**src/sv/ecpr_pkg.sv**
```systemverilog
// ============================================================================
// ecpr_pkg
// Shared constants, types and codes for the enhanced clock replacement ring.
// ============================================================================
package ecpr_pkg;

    // Ring geometry
    localparam int RING_DEPTH = 16;
    localparam int PAGE_BITS  = 20;
    localparam int SLOT_BITS  = (RING_DEPTH > 1) ? $clog2(RING_DEPTH) : 1;
    localparam int COUNT_BITS = $clog2(RING_DEPTH + 1);
    localparam int SWAP_BITS  = PAGE_BITS + 1;

    typedef logic [PAGE_BITS-1:0]  page_t;
    typedef logic [SLOT_BITS-1:0]  slot_t;
    typedef logic [COUNT_BITS-1:0] count_t;
    typedef logic [SWAP_BITS-1:0]  swap_t;
    typedef logic [1:0]            func_t;
    typedef logic [1:0]            kind_t;

    // Transaction function codes
    localparam func_t FUNC_INSERT    = 2'd0;
    localparam func_t FUNC_REFERENCE = 2'd1;
    localparam func_t FUNC_VICTIM    = 2'd2;

    // Result kind codes
    localparam kind_t KIND_ACCEPTED  = 2'd0;
    localparam kind_t KIND_WRITEBACK = 2'd1;
    localparam kind_t KIND_VICTIM    = 2'd2;
    localparam kind_t KIND_REJECTED  = 2'd3;

endpackage

```
**src/sv/ecpr_ram.sv**
```systemverilog
// ============================================================================
// ecpr_ram
// Generic single-write, single-read RAM with a registered read port.
// ============================================================================
module ecpr_ram #(
    parameter int WIDTH = 8,
    parameter int DEPTH = 16
) (
    input  logic                                     clk,
    input  logic                                     we,
    input  logic [((DEPTH > 1) ? $clog2(DEPTH) : 1)-1:0] waddr,
    input  logic [WIDTH-1:0]                         wdata,
    input  logic [((DEPTH > 1) ? $clog2(DEPTH) : 1)-1:0] raddr,
    output logic [WIDTH-1:0]                         rdata
);

    logic [WIDTH-1:0] mem [DEPTH];

    // Write port
    always_ff @(posedge clk)
    begin
        if (we)
        begin
            mem[waddr] <= wdata;
        end
    end

    // Registered read port
    always_ff @(posedge clk)
    begin
        rdata <= mem[raddr];
    end

endmodule

```
**src/sv/enhanced_clock_page_replacement.sv**
```systemverilog
// ============================================================================
// enhanced_clock_page_replacement
// Enhanced second-chance clock ring: insert, reference and victim sweep over
// up to RING_DEPTH resident pages, with write-back reports for dirty pages.
// ============================================================================
//
//  Channel   Handshake       Payload
//  -------   -------------   ------------------------------------------------
//  request   start / busy    func, page_number, slot, is_write
//  result    strobe          kind, out_page, out_slot, swap_entry, last
//
//  A request transaction is taken on a clock edge with start high and busy
//  low. Insert and rejected requests answer in the next cycle and never
//  raise busy. A reference reads the page store, then answers from the
//  ST_REF state. A victim request visits one ring entry per cycle with the
//  shared next-hand unit, at most 2*entries+1 visits, and holds busy high
//  for the whole sweep. Each result is shown for one cycle under strobe;
//  the receiver cannot stall. Reset clears the ring bits, count, hand and
//  lock at once; the page store needs no clearing.
//
module enhanced_clock_page_replacement (
    input  logic              clk,
    input  logic              rst_n,
    input  logic              start,
    output logic              busy,
    input  ecpr_pkg::func_t   func,
    input  ecpr_pkg::page_t   page_number,
    input  ecpr_pkg::slot_t   slot,
    input  logic              is_write,
    output logic              strobe,
    output ecpr_pkg::kind_t   kind,
    output ecpr_pkg::page_t   out_page,
    output ecpr_pkg::slot_t   out_slot,
    output ecpr_pkg::swap_t   swap_entry,
    output logic              last
);

    import ecpr_pkg::*;

    localparam logic [1:0] ST_IDLE  = 2'd0;
    localparam logic [1:0] ST_REF   = 2'd1;
    localparam logic [1:0] ST_SWEEP = 2'd2;

    logic [1:0]            state_reg, state_next;
    logic [RING_DEPTH-1:0] acc_reg, acc_next;
    logic [RING_DEPTH-1:0] dirty_reg, dirty_next;
    count_t                count_reg, count_next;
    slot_t                 hand_reg, hand_next;
    logic                  locked_reg, locked_next;
    slot_t                 freed_reg, freed_next;
    slot_t                 ref_slot_reg, ref_slot_next;

    logic                  strobe_reg, strobe_next;
    kind_t                 kind_reg, kind_next;
    page_t                 page_reg, page_next;
    slot_t                 oslot_reg, oslot_next;
    swap_t                 swap_reg, swap_next;
    logic                  last_reg, last_next;

    // Page store port signals
    logic   ram_we;
    slot_t  ram_waddr;
    page_t  ram_wdata;
    slot_t  ram_raddr;
    page_t  ram_rdata;

    // Hand arithmetic
    slot_t  hand_start;
    count_t hand_inc;
    slot_t  hand_adv;
    slot_t  ins_slot;

    logic   accept;

    assign accept = start && (state_reg == ST_IDLE);
    assign busy   = (state_reg != ST_IDLE);

    ecpr_ram #(
        .WIDTH (PAGE_BITS),
        .DEPTH (RING_DEPTH)
    ) u_page_store (
        .clk   (clk),
        .we    (ram_we),
        .waddr (ram_waddr),
        .wdata (ram_wdata),
        .raddr (ram_raddr),
        .rdata (ram_rdata)
    );

    // Hand wrap: restart at zero when it points past the tail
    always_comb
    begin
        hand_start = (count_t'(hand_reg) >= count_reg) ? '0 : hand_reg;
        hand_inc   = count_t'(hand_reg) + count_t'(1);
        hand_adv   = (hand_inc >= count_reg) ? '0 : hand_inc[SLOT_BITS-1:0];
        ins_slot   = locked_reg ? freed_reg : count_reg[SLOT_BITS-1:0];
    end

    // Sequencer
    always_comb
    begin
        state_next    = state_reg;
        acc_next      = acc_reg;
        dirty_next    = dirty_reg;
        count_next    = count_reg;
        hand_next     = hand_reg;
        locked_next   = locked_reg;
        freed_next    = freed_reg;
        ref_slot_next = ref_slot_reg;

        strobe_next   = 1'b0;
        kind_next     = kind_reg;
        page_next     = page_reg;
        oslot_next    = oslot_reg;
        swap_next     = swap_reg;
        last_next     = last_reg;

        ram_we        = 1'b0;
        ram_waddr     = ins_slot;
        ram_wdata     = page_number;
        ram_raddr     = hand_adv;

        case (state_reg)
            ST_IDLE:
            begin
                ram_raddr = (func == FUNC_REFERENCE) ? slot : hand_start;
                if (accept)
                begin
                    // Default answer: reject, single final result
                    strobe_next = 1'b1;
                    kind_next   = KIND_REJECTED;
                    page_next   = '0;
                    oslot_next  = '0;
                    swap_next   = '0;
                    last_next   = 1'b1;
                    case (func)
                        FUNC_INSERT:
                        begin
                            if (locked_reg || (count_reg < count_t'(RING_DEPTH)))
                            begin
                                ram_we              = 1'b1;
                                acc_next[ins_slot]  = 1'b1;
                                dirty_next[ins_slot] = is_write;
                                if (!locked_reg)
                                begin
                                    count_next = count_reg + count_t'(1);
                                end
                                kind_next  = KIND_ACCEPTED;
                                page_next  = page_number;
                                oslot_next = ins_slot;
                            end
                        end
                        FUNC_REFERENCE:
                        begin
                            if (count_t'(slot) < count_reg)
                            begin
                                acc_next[slot] = 1'b1;
                                if (is_write)
                                begin
                                    dirty_next[slot] = 1'b1;
                                end
                                ref_slot_next = slot;
                                strobe_next   = 1'b0;
                                state_next    = ST_REF;
                            end
                        end
                        FUNC_VICTIM:
                        begin
                            if (count_reg != '0)
                            begin
                                locked_next = 1'b1;
                                hand_next   = hand_start;
                                strobe_next = 1'b0;
                                state_next  = ST_SWEEP;
                            end
                        end
                        default:
                        begin
                        end
                    endcase
                end
            end

            ST_REF:
            begin
                strobe_next = 1'b1;
                kind_next   = KIND_ACCEPTED;
                page_next   = ram_rdata;
                oslot_next  = ref_slot_reg;
                swap_next   = '0;
                last_next   = 1'b1;
                state_next  = ST_IDLE;
            end

            ST_SWEEP:
            begin
                // Read data belongs to hand_reg; next entry is prefetched
                hand_next = hand_adv;
                if (acc_reg[hand_reg])
                begin
                    acc_next[hand_reg] = 1'b0;
                end
                else if (dirty_reg[hand_reg])
                begin
                    dirty_next[hand_reg] = 1'b0;
                    strobe_next = 1'b1;
                    kind_next   = KIND_WRITEBACK;
                    page_next   = ram_rdata;
                    oslot_next  = hand_reg;
                    swap_next   = swap_t'(ram_rdata) + swap_t'(1);
                    last_next   = 1'b0;
                end
                else
                begin
                    freed_next  = hand_reg;
                    strobe_next = 1'b1;
                    kind_next   = KIND_VICTIM;
                    page_next   = ram_rdata;
                    oslot_next  = hand_reg;
                    swap_next   = '0;
                    last_next   = 1'b1;
                    state_next  = ST_IDLE;
                end
            end

            default:
            begin
                state_next = ST_IDLE;
            end
        endcase
    end

    // Control state
    always_ff @(posedge clk or negedge rst_n)
    begin
        if (!rst_n)
        begin
            state_reg  <= ST_IDLE;
            acc_reg    <= '0;
            dirty_reg  <= '0;
            count_reg  <= '0;
            hand_reg   <= '0;
            locked_reg <= 1'b0;
            freed_reg  <= '0;
            strobe_reg <= 1'b0;
        end
        else
        begin
            state_reg  <= state_next;
            acc_reg    <= acc_next;
            dirty_reg  <= dirty_next;
            count_reg  <= count_next;
            hand_reg   <= hand_next;
            locked_reg <= locked_next;
            freed_reg  <= freed_next;
            strobe_reg <= strobe_next;
        end
    end

    // Payload registers
    always_ff @(posedge clk)
    begin
        ref_slot_reg <= ref_slot_next;
        kind_reg     <= kind_next;
        page_reg     <= page_next;
        oslot_reg    <= oslot_next;
        swap_reg     <= swap_next;
        last_reg     <= last_next;
    end

    assign strobe     = strobe_reg;
    assign kind       = kind_reg;
    assign out_page   = page_reg;
    assign out_slot   = oslot_reg;
    assign swap_entry = swap_reg;
    assign last       = last_reg;

endmodule

```
**config.mk**
```make
export PLATFORM = sky130hd
export DESIGN_NAME = enhanced_clock_page_replacement
export DESIGN_NICKNAME = d
export VERILOG_FILES = /design/src/sv/ecpr_pkg.sv /design/src/sv/ecpr_ram.sv /design/src/sv/enhanced_clock_page_replacement.sv
export SDC_FILE = /design/constraint.sdc
export NUM_CORES = 1
export LEC_CHECK = 0
export ABC_AREA = 1
export BUFFER_PORTS_ARGS = -buffer_cell sky130_fd_sc_hd__buf_4
export CAP_MARGIN = 20
export CORE_MARGIN = 1.5
export CORE_UTILIZATION = 67
export CTS_CLUSTER_SIZE = 20
export DETAILED_ROUTE_END_ITERATION = 7
export PLACE_DENSITY_LB_ADDON = 0.15
export SLEW_MARGIN = 20
export SYNTH_ARGS = -nofsm -noshare
export SYNTH_HDL_FRONTEND = slang
export SYNTH_SLANG_ARGS = --single-unit
export TNS_END_PERCENT = 50
```
**constraint.sdc**
```tcl
create_clock -name clk -period 15.5 [get_ports clk]
set_input_delay 2.325 -clock clk [delete_from_list [all_inputs] [get_ports clk]]
set_output_delay 2.325 -clock clk [all_outputs]
set_load 0.1 [all_outputs]
```
After elaboration in Yosys (flattened, before gate mapping)
Memory sizes are Yosys's and may differ from the RTL's. A register that Yosys moved wholly into a read port is not among the register bits.
Cells that the tools add are included.
{ "op_classes": {"add_sub_neg": 3, "magnitude_cmp": 10, "eq_ne": 17, "mux": 77, "bitwise_logic": 9, "reduce_logical": 20} }
{ "op_table": {"columns": ["operator", "n"], "rows": [
  ["16-bit two-way mux", 10],
  ["16-bit case mux with 2 select lines", 4],
  ["20-bit two-way mux", 4],
  ["21-bit two-way mux", 3],
  ["21-bit case mux with 3 select lines", 1],
  ["20-bit case mux with 3 select lines", 1],
  ["4-bit two-way mux", 12],
  ["16-bit bitwise OR", 3],
  ["16-bit AND", 2],
  ["20-bit by 1-bit adder with 21-bit output, second input constant", 1],
  ["2-bit two-way mux", 10],
  ["1-bit two-way mux", 18],
  ["16-bit bitwise mux", 1],
  ["16-bit NOT", 1],
  ["4-bit by 5-bit less-than comparator with 1-bit output, second input constant", 3],
  ["1-bit demux with 4-bit select", 3],
  ["4-bit by 1-bit >= comparator with 1-bit output, second input constant", 3],
  ["4-bit case mux with 3 select lines", 1],
  ["4-bit AND reduction", 3],
  ["6-bit AND reduction", 2],
  ["2-bit != test, second input constant", 5],
  ["3-bit != test, second input constant", 3],
  ["1-bit binary-select mux with 4-bit select", 2],
  ["2-bit case mux with 2 select lines", 2],
  ["other kinds (25)", 38]
]} }
{ "word_totals": {"reg_bits": 101, "mem_bits_rw": 320, "input_bits": 30, "out_inout_bits": 50, "elab_cells": 151, "n_memories": 1} }
{ "mem_list": {"columns": ["memory", "depth", "word_bits", "read_ports", "rd_ports_with_merged_regs", "wr", "line", "text"], "rows": [
  ["u_page_store.mem", 16, 20, 1, 1, 1, "ecpr_ram.sv:17", "logic [WIDTH-1:0] mem [DEPTH];"]
]} }

Depth between registers and ports, before layout
{ "logic_depth": {"depth_word": 10, "mapped_depth": 17, "depth_no_buf": 16} }

Hierarchy
Synthesis repeated with hierarchy kept, for this count alone.
{ "hier_totals": {"hier_cells": 2312, "hier_area_um2": 21229.1} }
{ "by_module_without_submodules": {"columns": ["module", "instances", "cells_per_inst", "area_per_inst_um2", "seq_area_each_um2"], "rows": [
  ["ecpr_ram", 1, 1336, 14192.4, 10009.6],
  ["enhanced_clock_page_replacement", 1, 976, 7036.7, 2787.7]
]} }

Worst setup path before layout
Ideal clock, no wire load.
{ "synth_timing": {"path_kind": "input-to-reg", "start": "input port start", "end": "register kind_reg[0], in the netlist kind[0], enable pin", "setup_ns": 0.513, "t_arrival_ns": 5.713, "required_time_ns": 14.987, "path_slack_ns": 9.274, "path_stages": 2, "path_buffers": 0, "cell_sequence": "nor2_1 -> nor3_1"} }
{ "synth_via": {"elab_chain_len": 3} }
{ "synth_lines": {"columns": ["item", "line", "text"], "rows": [
  ["start: declaration", "enhanced_clock_page_replacement.sv:24", "input logic start,"],
  ["1-bit logical AND", "enhanced_clock_page_replacement.sv:75", "assign accept = start && (state_reg == ST_IDLE);"],
  ["2-bit != test (no line)", null, null],
  ["3-bit AND reduction (no line)", null, null],
  ["end signal: assignment", "enhanced_clock_page_replacement.sv:264", "kind_reg <= kind_next;"],
  ["end: declaration", "enhanced_clock_page_replacement.sv:54", "kind_t kind_reg, kind_next;"]
]} }
No other way between the ends.
A chain may end at the register's enable or synchronous reset.

Final worst setup path
{ "layout_timing": {"start": "input port func[1]", "end": "register u_page_store.rdata[3] (read register of u_page_store.mem)"} }
{ "layout_via": {"elab_chain_len": 3} }
{ "layout_lines": {"columns": ["item", "line", "text"], "rows": [
  ["start: declaration", "enhanced_clock_page_replacement.sv:26", "input ecpr_pkg::func_t func,"],
  ["2-bit by 1-bit == test with 1-bit output", "enhanced_clock_page_replacement.sv:126", "ram_raddr = (func == FUNC_REFERENCE) ? slot : hand_start;"],
  ["4-bit two-way mux", "enhanced_clock_page_replacement.sv:126", null],
  ["4-bit two-way mux", "enhanced_clock_page_replacement.sv:123", "case (state_reg)"],
  ["end: declaration", "ecpr_ram.sv:14", "output logic [WIDTH-1:0] rdata"]
]} }
No other way between the ends.

==> impl_metrics.env <==
export IMPL_arrival_ns=5.89
export IMPL_netlist_instances=2296
export IMPL_regMostFlops="u_page_store.mem"
export IMPL_grt_setup_unrepaired="false"
export IMPL_quantity_of_i_o_buffers_inserted_on_ports=79
export IMPL_yosysSeqAreaShare_pct=59.6
export IMPL_critPathMaxFanout=89
export IMPL_cts_resized_gates=0
export IMPL_startpoint_to_endpoint_class_of_the_critical_path="in2reg"
export IMPL_routed_wl_um=59600
export IMPL_syn_cell_area_um2=21500
export IMPL_antenna_found_initial=0
export IMPL_filler_cell_count=2176
export IMPL_end_kind="flop"
export IMPL_post_detailed_placement_half_perimeter_wirelength_um=34900
export IMPL_netlist_area_leader_share_pct=52.0
export IMPL_detail_route_drc_violations=0
export IMPL_syn_to_final_growth_pct=11.0
export IMPL_drt_pre_antenna_iters=7
export IMPL_finalClockSkew_ns=0.0234
export IMPL_final_instance_count_excl_fill=2758
export IMPL_globalRouteTotalUtil_pct=36.4
export IMPL_synth_edf_count=372
export IMPL_cellLeakagePower_uw=0.0104
export IMPL_run_status="complete, no violations"
export IMPL_die_area_um2=33100
export IMPL_postSynthNetCount=2352
export IMPL_placement_rows=65
export IMPL_layout_drive_gt1_share_pct=9.85
export IMPL_routabilityCongestion=0.944
export IMPL_detail_route_vias_per_cell=6.22
export IMPL_max_reg_flops=320
export IMPL_antennaDiodeCount=0
export IMPL_drv_cap=0
export IMPL_synth_area_leaders="sky130_fd_sc_hd__edfxtp_1 52%, sky130_fd_sc_hd__nand3_1 8.1%, sky130_fd_sc_hd__nand2_1 7.8%"
export IMPL_yosys_most_used_dff="sky130_fd_sc_hd__edfxtp_1"
export IMPL_synth_area_per_cell_um2=9.35
export IMPL_timing_critical_path_from_type="input pin"
export IMPL_slew_headroom_pct=23.0
export IMPL_placeableCoreArea_um2=31600
export IMPL_setup_total_negative_slack_ns=0
export IMPL_grt_start_max_net_pins=107
export IMPL_setup_viol_count_final=0
export IMPL_yosys_area_top_type="sky130_fd_sc_hd__edfxtp_1"
export IMPL_yosys_synthesis_warning_count=0
export IMPL_top_level_ports=80
export IMPL_fin_nets=2376
export IMPL_cts_made_buffers=44
export IMPL_htreeDepth=2
export IMPL_cp_required_ns=15.95
export IMPL_cts_tree="built"
export IMPL_hold_viol=0
export IMPL_final_period_utilization_pct=35.1
export IMPL_dieHeight_um=182
export IMPL_highest_layer="met4"
export IMPL_post_cts_setup_buffer_count=0
export IMPL_place_worst_setup_slack_ns=9.58
export IMPL_tightestPinTransition_ns=1.15
export IMPL_cts_root_buf="sky130_fd_sc_hd__clkbuf_16"
export IMPL_routed_len_inst_um=21.6
export IMPL_grt_pass1_wl_um=91400
export IMPL_numClockSinks=441
export IMPL_synth_distinct_cells=41
export IMPL_hold_path_class="reg2reg"
export IMPL_clk_pin_slew_worst_paths_ns=0.06
export IMPL_powerDensity_nw_per_um2=214
export IMPL_ys_seq_elements=441
export IMPL_grt_overflow=0
export IMPL_wl_met2_um=27500
export IMPL_power_ir_vdd_worst_v=0.000201
export IMPL_drt_iter0_drc=2341
export IMPL_layout_min_cycle_time_ns=5.44
export IMPL_ys_async_sr_fraction_pct=11.1
export IMPL_fin_ws_ns=10.06
export IMPL_finalMaxSlewViolations=0
export IMPL_clk_insertion_delay_late_ns=0.57
export IMPL_met3_wirelength_um=7120
export IMPL_placed_cells=2676
export IMPL_route_antenna_remaining_nets=0
export IMPL_max_clock_freq_mhz=184
export IMPL_floorplan_die_width_um=182
export IMPL_initial_core_utilization_pct=68.0
export IMPL_m1WireLength_um=22500
export IMPL_via_count=17100
export IMPL_via_count_of_the_first_global_routing_pass=16400
export IMPL_cts_hold_buffers=0
export IMPL_cts_buffer_depth=3
through the flow:
stage	utilization, %	instance area, um2	hold WS, ns	power (uW)
after detailed placement	70.5	22200	0.474	3900
after floorplan	-	21500	0.445	3330
after global placement	70.5	22200	0.467	3840
after CTS	75.5	23800	0.486	5070
final	75.5	23800	0.487	5110
after global routing	75.5	23800	0.518	5320
where the power goes:
part / total (uW) / switching, uW / internal (uW)
registers: 1600 / 121 / 1470
logic: 2340 / 1770 / 569
clock network: 1170 / 459 / 715
placed cells by master, fill, tap and decap left out, types with 15 or more instances in the layout:
master / n
sky130_fd_sc_hd__a21oi_1: 50
sky130_fd_sc_hd__buf_4: 111
sky130_fd_sc_hd__clkbuf_16: 44
sky130_fd_sc_hd__dfrtp_1: 49
sky130_fd_sc_hd__dfxtp_1: 20
sky130_fd_sc_hd__edfxtp_1: 372
sky130_fd_sc_hd__ha_1: 26
sky130_fd_sc_hd__inv_1: 414
sky130_fd_sc_hd__nand2_1: 448
sky130_fd_sc_hd__nand3_1: 348
sky130_fd_sc_hd__nand4_1: 185
sky130_fd_sc_hd__nor2_1: 66
sky130_fd_sc_hd__nor2_2: 24
sky130_fd_sc_hd__o21ai_0: 76
sky130_fd_sc_hd__o21ai_1: 15
Yosys cell counts (all sizes together) (5+ instances only):
cell / n
nand2: 452
inv: 422
edfxtp: 372
nand3: 351
nand4: 185
buf: 93
nor2: 92
o21ai: 92
a21oi: 50
dfrtp: 49
clkbuf: 40
ha: 26
dfxtp: 20
nor3: 14
xor2: 12
o211ai: 7
o22ai: 5
metal layers:
metal / vias up / global-route usage (%)
li1: 7761 / -
met1: 8080 / 49.0
met2: 1110 / 57.5
met3: 198 / 8.00
met4: 0 / 15.8
met5: - / 0
worst max-delay path: stages:
cell and delay [ns]:
sky130_fd_sc_hd__buf_4 0.11, sky130_fd_sc_hd__inv_1 0.07, sky130_fd_sc_hd__ha_1 0.37, sky130_fd_sc_hd__nand2_1 0.16, sky130_fd_sc_hd__inv_1 0.18, sky130_fd_sc_hd__nand2_4 0.36, sky130_fd_sc_hd__nand3_4 0.90, sky130_fd_sc_hd__buf_4 0.76
sky130_fd_sc_hd__nand2_1 0.15, sky130_fd_sc_hd__nand3_1 0.11, sky130_fd_sc_hd__nand3_1 0.08, sky130_fd_sc_hd__nand3_1 0.14, sky130_fd_sc_hd__nand2_1 0.08
area by class of cell:
type                            count  area (um2)  area share (%)
Multi-Input combinational cell   1299        6510            27.3
Inverter                          423        1590            6.66
Clock inverter                     22         365            1.53
Timing Repair Buffer              111         833            3.50
Sequential cell                   441       12800            53.7
Clock buffer                       60        1240            5.21
Tap cell                          402         503            2.11
kinds of logic after synthesis:
| family | Yosys count | synth area share, % |
|---|---|---|
| simple gates | 1104 | 24.1 |
| fa+ha+maj | 26 | 1.51 |
| compound gates | 157 | 3.86 |
| xor+xnor | 12 | 0.489 |
| buf+inv | 556 | 10.5 |
| flops | 441 | 59.6 |
path summary, 6_finish.rpt:
check | to | depth (start not counted) | slack [ns] | startpoint
setup / recovery | u_page_store.rdata[3] | 13 | 10.06 | func[1]
hold / removal | acc_reg[5] | 2 | 0.49 | acc_reg[5]
setup reg to reg | u_page_store.rdata[3] | 15 | 10.25 | hand_reg[1]
hold reg to reg | acc_reg[5] | 2 | 0.49 | acc_reg[5]
max in group asynchronous | dirty_reg[0] | 1 | 13.22 | rst_n
min in group asynchronous | count_reg[3] | 1 | 1.82 | rst_n
Note: power is estimated with default switching activity, not from simulation.
